### src/sv/aswp_pkg.sv
`timescale 1ns / 1ps
`default_nettype none

package aswp_pkg;

   localparam int MASK_W      = 4;
   localparam int REP_W       = 8;
   localparam int AMP_W       = 15;
   localparam int CMD_W       = 16;
   localparam int LEVEL_W     = 3;
   localparam int POS_W       = 2;
   localparam int CSR_INDEX_W = 3;
   localparam int CSR_DATA_W  = 15;
   localparam int MAX_LEVELS  = 5;

   // full scale in q2.14
   localparam logic [AMP_W-1:0] AMP_MAX = 15'd16384;

   localparam logic [MASK_W-1:0] MASK_RESET = 4'd15;
   localparam logic [REP_W-1:0]  REP_RESET  = 8'd3;

   localparam logic [AMP_W-1:0] AMP_RESET [MAX_LEVELS] = '{
      15'd6554, 15'd9830, 15'd13107, 15'd14746, 15'd16384
   };

   // register map
   localparam logic [CSR_INDEX_W-1:0] CSR_AXIS_ENABLE = 3'd0;
   localparam logic [CSR_INDEX_W-1:0] CSR_REPEATS     = 3'd1;
   localparam logic [CSR_INDEX_W-1:0] CSR_LEVEL0      = 3'd2;

   // axis codes as shown on active_axis
   localparam logic [1:0] AXIS_X1 = 2'd0;
   localparam logic [1:0] AXIS_X2 = 2'd1;
   localparam logic [1:0] AXIS_Y1 = 2'd2;
   localparam logic [1:0] AXIS_Y2 = 2'd3;

   typedef enum logic [1:0] {
      PH_POS  = 2'd0,
      PH_NEG  = 2'd1,
      PH_DONE = 2'd2
   } phase_type;

   typedef struct packed {
      logic at_max;
      logic at_min;
   } req_type;

   typedef struct packed {
      logic signed [CMD_W-1:0] x1_command;
      logic signed [CMD_W-1:0] x2_command;
      logic signed [CMD_W-1:0] y1_command;
      logic signed [CMD_W-1:0] y2_command;
      logic [1:0]              active_axis;
      logic [1:0]              phase;
   } rsp_type;

   typedef struct packed {
      logic [MASK_W-1:0] axis_enable_mask;
      logic [REP_W-1:0]  repeats_per_level;
   } cfg_type;

   typedef struct packed {
      logic             found;
      logic [POS_W-1:0] pos;
   } search_type;

   // first enabled position after pos in the order y2, y1, x2, x1
   function automatic search_type find_after(logic [MASK_W-1:0] mask,
                                             logic [POS_W-1:0] pos);
      search_type r;
      r.found = 1'b0;
      r.pos   = pos;
      for (int p = 3; p >= 0; p--) begin
         if ((POS_W'(p) > pos) && mask[3-p]) begin
            r.found = 1'b1;
            r.pos   = POS_W'(p);
         end
      end
      return r;
   endfunction

endpackage

`default_nettype wire

### src/sv/aswp_cfg.sv
`timescale 1ns / 1ps
`default_nettype none

module aswp_cfg #(
   parameter int LEVEL_COUNT = 5
) (
   input  wire logic                                clock,
   input  wire logic                                reset,
   input  wire logic                                csr_wr_en,
   input  wire logic [aswp_pkg::CSR_INDEX_W-1:0]    csr_index,
   input  wire logic [aswp_pkg::CSR_DATA_W-1:0]     csr_wr_data,
   output aswp_pkg::cfg_type                        cfg,
   output logic [aswp_pkg::AMP_W-1:0]               amp [LEVEL_COUNT]
);

   logic [aswp_pkg::MASK_W-1:0] mask_ff;
   logic [aswp_pkg::REP_W-1:0]  rep_ff;
   logic [aswp_pkg::AMP_W-1:0]  amp_sat;

   // oversized levels clip to full scale on write
   assign amp_sat = (csr_wr_data > aswp_pkg::AMP_MAX) ? aswp_pkg::AMP_MAX : csr_wr_data;

   always_ff @(posedge clock) begin
      if (reset) begin
         mask_ff <= aswp_pkg::MASK_RESET;
         rep_ff  <= aswp_pkg::REP_RESET;
      end else if (csr_wr_en) begin
         if (csr_index == aswp_pkg::CSR_AXIS_ENABLE) begin
            mask_ff <= csr_wr_data[aswp_pkg::MASK_W-1:0];
         end
         if (csr_index == aswp_pkg::CSR_REPEATS) begin
            rep_ff <= csr_wr_data[aswp_pkg::REP_W-1:0];
         end
      end
   end

   for (genvar i = 0; i < LEVEL_COUNT; i++) begin : g_level
      logic [aswp_pkg::AMP_W-1:0] amp_ff;

      always_ff @(posedge clock) begin
         if (reset) begin
            amp_ff <= aswp_pkg::AMP_RESET[i];
         end else if (csr_wr_en &&
                      csr_index == aswp_pkg::CSR_LEVEL0 + aswp_pkg::CSR_INDEX_W'(i)) begin
            amp_ff <= amp_sat;
         end
      end

      assign amp[i] = amp_ff;
   end

   assign cfg.axis_enable_mask  = mask_ff;
   assign cfg.repeats_per_level = rep_ff;

endmodule

`default_nettype wire

### src/sv/aswp_seq.sv
`timescale 1ns / 1ps
`default_nettype none

module aswp_seq #(
   parameter int LEVEL_COUNT = 5
) (
   input  wire logic                          clock,
   input  wire logic                          reset,
   input  wire logic                          advance,
   input  aswp_pkg::req_type                  item,
   input  aswp_pkg::cfg_type                  cfg,
   input  wire logic [aswp_pkg::AMP_W-1:0]    amp [LEVEL_COUNT],
   output aswp_pkg::rsp_type                  result
);

   localparam logic [aswp_pkg::LEVEL_W-1:0] LAST_LEVEL = aswp_pkg::LEVEL_W'(LEVEL_COUNT);

   logic [aswp_pkg::POS_W-1:0]   pos_ff, pos_in, pos_a;
   aswp_pkg::phase_type          phase_ff, phase_in, phase_a;
   logic [aswp_pkg::LEVEL_W-1:0] level_ff, level_in, level_a, level_inc;
   logic [aswp_pkg::REP_W-1:0]   rep_ff, rep_in, rep_a, rep_inc;
   aswp_pkg::search_type         first_srch, next_srch;
   logic                         cur_en;
   logic [aswp_pkg::AMP_W-1:0]   amp_sel;
   logic [aswp_pkg::CMD_W-1:0]   drive;
   logic [1:0]                   code;

   always_ff @(posedge clock) begin
      if (reset) begin
         pos_ff   <= '0;
         phase_ff <= aswp_pkg::PH_POS;
         level_ff <= '0;
         rep_ff   <= '0;
      end else if (advance) begin
         pos_ff   <= pos_in;
         phase_ff <= phase_in;
         level_ff <= level_in;
         rep_ff   <= rep_in;
      end
   end

   // disabled current axis: move on before doing anything else
   always_comb begin
      cur_en     = cfg.axis_enable_mask[~pos_ff];
      first_srch = aswp_pkg::find_after(cfg.axis_enable_mask, pos_ff);
      pos_a      = pos_ff;
      phase_a    = phase_ff;
      level_a    = level_ff;
      rep_a      = rep_ff;
      if (!cur_en) begin
         if (first_srch.found) begin
            pos_a   = first_srch.pos;
            phase_a = aswp_pkg::PH_POS;
            level_a = '0;
            rep_a   = '0;
         end else begin
            phase_a = aswp_pkg::PH_DONE;
         end
      end
   end

   // swing, repeat and level stepping
   always_comb begin
      rep_inc   = rep_a + 1'b1;
      level_inc = level_a + 1'b1;
      next_srch = aswp_pkg::find_after(cfg.axis_enable_mask, pos_a);
      pos_in    = pos_a;
      phase_in  = phase_a;
      level_in  = level_a;
      rep_in    = rep_a;
      case (phase_a)
         aswp_pkg::PH_POS: begin
            if (item.at_max) begin
               phase_in = aswp_pkg::PH_NEG;
            end
         end
         aswp_pkg::PH_NEG: begin
            if (item.at_min) begin
               if (rep_inc < cfg.repeats_per_level) begin
                  rep_in   = rep_inc;
                  phase_in = aswp_pkg::PH_POS;
               end else begin
                  rep_in   = '0;
                  level_in = level_inc;
                  if (level_inc >= LAST_LEVEL) begin
                     if (next_srch.found) begin
                        pos_in   = next_srch.pos;
                        phase_in = aswp_pkg::PH_POS;
                        level_in = '0;
                     end else begin
                        phase_in = aswp_pkg::PH_DONE;
                     end
                  end else begin
                     phase_in = aswp_pkg::PH_POS;
                  end
               end
            end
         end
         default: begin
            phase_in = aswp_pkg::PH_DONE;
         end
      endcase
   end

   // amplitude of the new level, zero beyond the last one
   always_comb begin
      amp_sel = '0;
      for (int i = 0; i < LEVEL_COUNT; i++) begin
         if (level_in == aswp_pkg::LEVEL_W'(i)) begin
            amp_sel = amp[i];
         end
      end
   end

   always_comb begin
      code   = ~pos_in;
      drive  = (phase_in == aswp_pkg::PH_NEG) ? (aswp_pkg::CMD_W'(0) - {1'b0, amp_sel})
                                               : {1'b0, amp_sel};
      result = '0;
      if (phase_in == aswp_pkg::PH_DONE) begin
         result.phase = aswp_pkg::PH_DONE;
      end else begin
         result.active_axis = code;
         result.phase       = phase_in;
         case (code)
            aswp_pkg::AXIS_X1: result.x1_command = drive;
            aswp_pkg::AXIS_X2: result.x2_command = drive;
            aswp_pkg::AXIS_Y1: result.y1_command = drive;
            default:           result.y2_command = drive;
         endcase
      end
   end

endmodule

`default_nettype wire

### src/sv/axis_sweep_stimulus_sequencer.sv
`timescale 1ns / 1ps
`default_nettype none

// Sweep stimulus sequencer for four axes. Every accepted transaction is one control tick carrying
// the at-max / at-min limit flags of the selected axis, and yields exactly one response
// transaction with the four q2.14 axis commands, the active axis and the sweep phase. Axes are
// visited y2, y1, x2, x1, skipping those masked off in the enable register; on each axis the
// configured amplitude levels are driven in turn, each level repeated repeats_per_level times
// as a full positive then negative swing. Once the last enabled axis is done the phase reads
// complete and all commands are zero. Throughput is one transaction per clock while rsp_stall
// does not hold a full output register: the tick is held in an input register, the step logic
// and level select sit in one combinational stage, and the response lands in an output
// register, where rsp_valid shows it until it is taken. req_stall rises only while the input
// register is full and the output register is held by rsp_stall. Configuration writes take
// effect from the next tick and should be done with no transaction in flight.
module axis_sweep_stimulus_sequencer #(
   parameter int LEVEL_COUNT = 5   // amplitude levels per axis, 1 to 5
) (
   input  wire logic                               clock,
   input  wire logic                               reset,
   // tick input
   input  wire logic                               req_valid,
   output logic                                    req_stall,
   input  aswp_pkg::req_type                       req_data,
   // command output
   output logic                                    rsp_valid,
   input  wire logic                               rsp_stall,
   output aswp_pkg::rsp_type                       rsp_data,
   // register writes
   input  wire logic                               csr_wr_en,
   input  wire logic [aswp_pkg::CSR_INDEX_W-1:0]   csr_index,
   input  wire logic [aswp_pkg::CSR_DATA_W-1:0]    csr_wr_data
);

   logic                        in_valid_ff, in_valid_in;
   aswp_pkg::req_type           in_data_ff;
   logic                        out_valid_ff, out_valid_in;
   aswp_pkg::rsp_type           out_data_ff;
   logic                        out_free;
   logic                        advance;
   logic                        req_take;
   aswp_pkg::cfg_type           cfg;
   logic [aswp_pkg::AMP_W-1:0]  amp [LEVEL_COUNT];
   aswp_pkg::rsp_type           step_result;

   // output register can take a new response when empty or being drained
   assign out_free  = !out_valid_ff || !rsp_stall;
   assign advance   = in_valid_ff && out_free;
   assign req_stall = in_valid_ff && !out_free;
   assign req_take  = req_valid && !req_stall;

   always_comb begin
      in_valid_in = in_valid_ff;
      if (req_take) begin
         in_valid_in = 1'b1;
      end else if (advance) begin
         in_valid_in = 1'b0;
      end
   end

   always_comb begin
      out_valid_in = out_valid_ff && rsp_stall;
      if (advance) begin
         out_valid_in = 1'b1;
      end
   end

   always_ff @(posedge clock) begin
      if (reset) begin
         in_valid_ff  <= 1'b0;
         out_valid_ff <= 1'b0;
      end else begin
         in_valid_ff  <= in_valid_in;
         out_valid_ff <= out_valid_in;
      end
   end

   // payload registers, no reset needed
   always_ff @(posedge clock) begin
      if (req_take) begin
         in_data_ff <= req_data;
      end
      if (advance) begin
         out_data_ff <= step_result;
      end
   end

   aswp_cfg #(
      .LEVEL_COUNT (LEVEL_COUNT)
   ) u_cfg (
      .clock       (clock),
      .reset       (reset),
      .csr_wr_en   (csr_wr_en),
      .csr_index   (csr_index),
      .csr_wr_data (csr_wr_data),
      .cfg         (cfg),
      .amp         (amp)
   );

   // sweep state advances once per tick moved into the output register
   aswp_seq #(
      .LEVEL_COUNT (LEVEL_COUNT)
   ) u_seq (
      .clock   (clock),
      .reset   (reset),
      .advance (advance),
      .item    (in_data_ff),
      .cfg     (cfg),
      .amp     (amp),
      .result  (step_result)
   );

   assign rsp_valid = out_valid_ff;
   assign rsp_data  = out_data_ff;

endmodule

`default_nettype wire

### config.mk
export PLATFORM = sky130hd
export DESIGN_NAME = axis_sweep_stimulus_sequencer
export DESIGN_NICKNAME = d
export VERILOG_FILES = /design/src/sv/aswp_pkg.sv /design/src/sv/aswp_cfg.sv /design/src/sv/aswp_seq.sv /design/src/sv/axis_sweep_stimulus_sequencer.sv
export SDC_FILE = /design/constraint.sdc
export NUM_CORES = 1
export LEC_CHECK = 0
export BUFFER_PORTS_ARGS = -buffer_cell sky130_fd_sc_hd__buf_2
export CORE_UTILIZATION = 45
export CTS_CLUSTER_SIZE = 14
export DETAILED_ROUTE_END_ITERATION = 10
export PLACE_DENSITY = 0.69
export SLEW_MARGIN = 0
export SYNTH_ARGS = -nofsm -noshare
export SYNTH_HDL_FRONTEND = slang
export SYNTH_SLANG_ARGS = --single-unit
### constraint.sdc
create_clock -name clock -period 6.05 [get_ports clock]
set_input_delay 0.3025 -clock clock [delete_from_list [all_inputs] [get_ports clock]]
set_output_delay 0.3025 -clock clock [all_outputs]
set_load 0.005 [all_outputs]
==> impl_results.md <==
- Status: finished, violations left
- Failing checks: design-rule violations
- Max-cap violation count: 0
- Design area: between 9000 and 10000 µm²
- Core Box Area: 18100 µm²
- Area growth syn-to-layout: 16.3%
- Diode count: 0
- Vias in the first global route: between 6000 and 7000
- Fin. max-slew vios: 0
- Static Leakage: 3.95 nW
- Initial antenna violation count: 0
- Filler cells: approximately 1700
- Critical Path RT: 6210 ps
- Syn Area/Cell: 9.33 µm²
- CP Launch Type: flop
- CTS clk-pin slew, worst paths: approximately 70 ps
- First-pass GRT wire length: 34300 µm
- DR DRC count: 2
- Worst Tran Pin Value: 1100 ps
- Clock sink count: 174
- Worst-path fanout max: 9
- Post-synth EDFFs: 70
- Vias per Instance: 5.69
- Post-synthesis cell count: about 900
- DR pass1 iterations: 10
- CTS tree: built
- Worst Hold Class: input port to flop
- Grt ovf: 0
- Worst rel slew slack: 0.267
- Total power divided by cell area: around 280 nW/µm²
- Syn Std Cell Area: 8430 µm²
- Largest net degree at the start of global routing: 105
- Area after DPL: 9100 µm²
- Clock Path Buffers: 2
- CP Data Arrival Time: between 5000 and 6000 ps
- Setup CP Type: flop to flop
- Dominant synthesized flop cell: dfxtp_1
- I/O Buffers: 94
- Ratio of final minimum period to clock period: 0.933
- Final count of hold timing violations: 0
- Most common cell after layout, fill and taps aside: nor2_1
- Yosys cell types: around 80
- TritonCTS Buffers: 17
- DRT iter0 DRCs: 572
- Finished Layout Cells: roughly 1200
- Peak Freq: between 150 and 200 MHz
- Rows: 49
- Antenna Violating Nets Remaining: 0
- DP Cell Count: about 1200
- # hold bufs at CTS: 0
- Crit path time final: 5650 ps
- Gr usage total: 0.223
- Total wire length: ~21000 µm
- Clock latency on the worst-skew pair: ~440 ps
- Share of layout cells above drive strength 1: 0.179
- CTS H-tree depth: 4
- CTS Root Cell: clkbuf_16
- Die area: 19300 µm²
- Ys async rst share: 0
- DP HPWL: ~14000 µm
- IO Count: 95
- Die Width: roughly 140 µm
- Clk_skew: between 10 and 15 ps
- Register area share after synthesis: 0.496
- Die Ht: 139 µm
- Commonest cells after routing, fill and taps aside: nor2_1, dfxtp_1, buf_2, edfxtp_1, nand2_1
- FF+latch count, synth: ~170
- Routability cong.: about 0.87
- Worst setup EP type: flop
- Ys Warns: 0
- Net count, final: around 1000
- Setup violators final: 0
- Peak supply drop: between 0.2 and 0.25 mV
- Total number of vias: around 7000
- Wirelength per Cell: 17.1 µm
- Initial core utilization: 0.465
- Syn nets: 940
## critical path, stage by stage, from the launching register on
cell,delay [ps]
dfxtp_1,380
or3_4,420
a21boi_4,170
nand2_1,140
and2_1,160
and3_1,230
nand3_1,120
xor2_1,160
nor2_1,150
ha_1,280
a21oi_1,160
o21ai_1,130
nor2_1,240
or2_0,280
nor2_1,160
o31ai_1,550
a32oi_1,230
a32oi_2,450
nand3_2,280
o41ai_2,370
xnor2_1,230
nor2_1,80
## metrics by stage
step	power (mW)	setup slack [ps]	setup TNS, ps	utilization	hold slack [ps]
final	2.79	404	0	0.540	38.2
after global routing	2.90	-22.6	-52.4	0.540	33.7
after CTS	2.79	59.8	0	0.535	28.2
after detailed placement	1.68	103	0	0.502	443
after global placement	1.68	251	0	0.502	435
after floorplan	1.56	576	0	-	401
## cell type report
cell class | count | area [µm²] | area share
clock inverters | 15 | 185 | 0.0189
inverters | 22 | 82.6 | 0.00842
flip-flops and latches | 174 | 4180 | 0.427
clock buffers | 17 | 425 | 0.0434
multi-input cells | 659 | 4020 | 0.410
well taps | 229 | 287 | 0.0292
repair buffers | 114 | 621 | 0.0633
## synthesized netlist by cell type, types with 4 or more instances
library cell | count | area (µm²)
dfxtp_1 | 104 | 2080
a211oi_1 | 5 | 37.5
mux2i_1 | 30 | 300
ha_1 | 11 | 138
nor3_1 | 12 | 60.1
o21ai_1 | 5 | 25.0
a21o_1 | 7 | 52.6
edfxtp_1 | 70 | 2100
a211o_1 | 36 | 315
nand2b_1 | 16 | 100
nand3b_1 | 4 | 30.0
o211ai_1 | 9 | 67.6
clkbuf_1 | 40 | 150
o31ai_1 | 6 | 45.0
and2_1 | 9 | 56.3
nor2_1 | 195 | 732
a21oi_1 | 60 | 300
inv_1 | 21 | 78.8
or3_1 | 4 | 25.0
nor2b_1 | 14 | 87.6
a311oi_1 | 4 | 35.0
a22oi_1 | 8 | 60.1
o21ai_0 | 27 | 135
nand3_1 | 20 | 100
a32oi_1 | 6 | 52.6
xnor2_1 | 11 | 96.3
and3_1 | 10 | 62.6
xor2_1 | 7 | 61.3
o22ai_1 | 5 | 31.3
nand2_1 | 69 | 259
o21bai_1 | 5 | 37.5
## sequential cells by signal, indices dropped and copies added (netlist names), 2 cells and up
name                  flops
rsp_data                 68
u_cfg.mask_ff             4
u_cfg.g_level.amp_ff     75
u_cfg.rep_ff              8
in_data_ff                2
u_seq.phase_ff            2
u_seq.rep_ff              8
u_seq.level_ff            3
u_seq.pos_ff              2
## per-layer routing
metal,GRT usage,vias up,part of all wire
li1,-,3414,-
met1,0.311,3342,0.47
met2,0.352,220,0.45
met3,0.0401,25,0.062
met5,0,-,0
met4,0.0690,0,0.017
## worst paths after layout
kind | end | startpoint | cells after the start | slack [ps]
setup / recovery | rsp_data[47] | u_cfg.mask_ff[0] | 21 | 400
hold / removal | in_data_ff[1] | req_data[1] | 1 | 40
setup reg to reg | rsp_data[47] | u_cfg.mask_ff[0] | 21 | 400
hold reg to reg | u_cfg.g_level[2].amp_ff[10] | u_cfg.g_level[2].amp_ff[10] | 2 | 460
## logic make-up (layout without fill, tap and decap cells)
logic type / count (synthesis) / in the layout / share of synthesized area
multiplexers: 32 / 32 / 0.0401
buffers and inverters: 71 / 168 / 0.0347
flip-flops: 174 / 174 / 0.496
XOR/XNOR: 18 / 18 / 0.0187
adder cells (fa/ha/maj): 12 / 12 / 0.0175
AO/OA/AOI/OAI: 220 / 220 / 0.187
AND/OR/NAND/NOR: 377 / 377 / 0.206
## power breakdown
part	switching, mW	internal [mW]	total (mW)
clock network	0.525	0.596	1.12
registers	0.0197	1.27	1.29
logic	0.247	0.134	0.381
## what timing repair did
action / in CTS / in global routing
endpoints found under the setup margin: 0 / 48
gates resized for setup: 0 / 8
buffers inserted: 0 / 3
hold endpoints to repair: 0 / 0
Note: power is estimated with default switching activity, not from simulation.
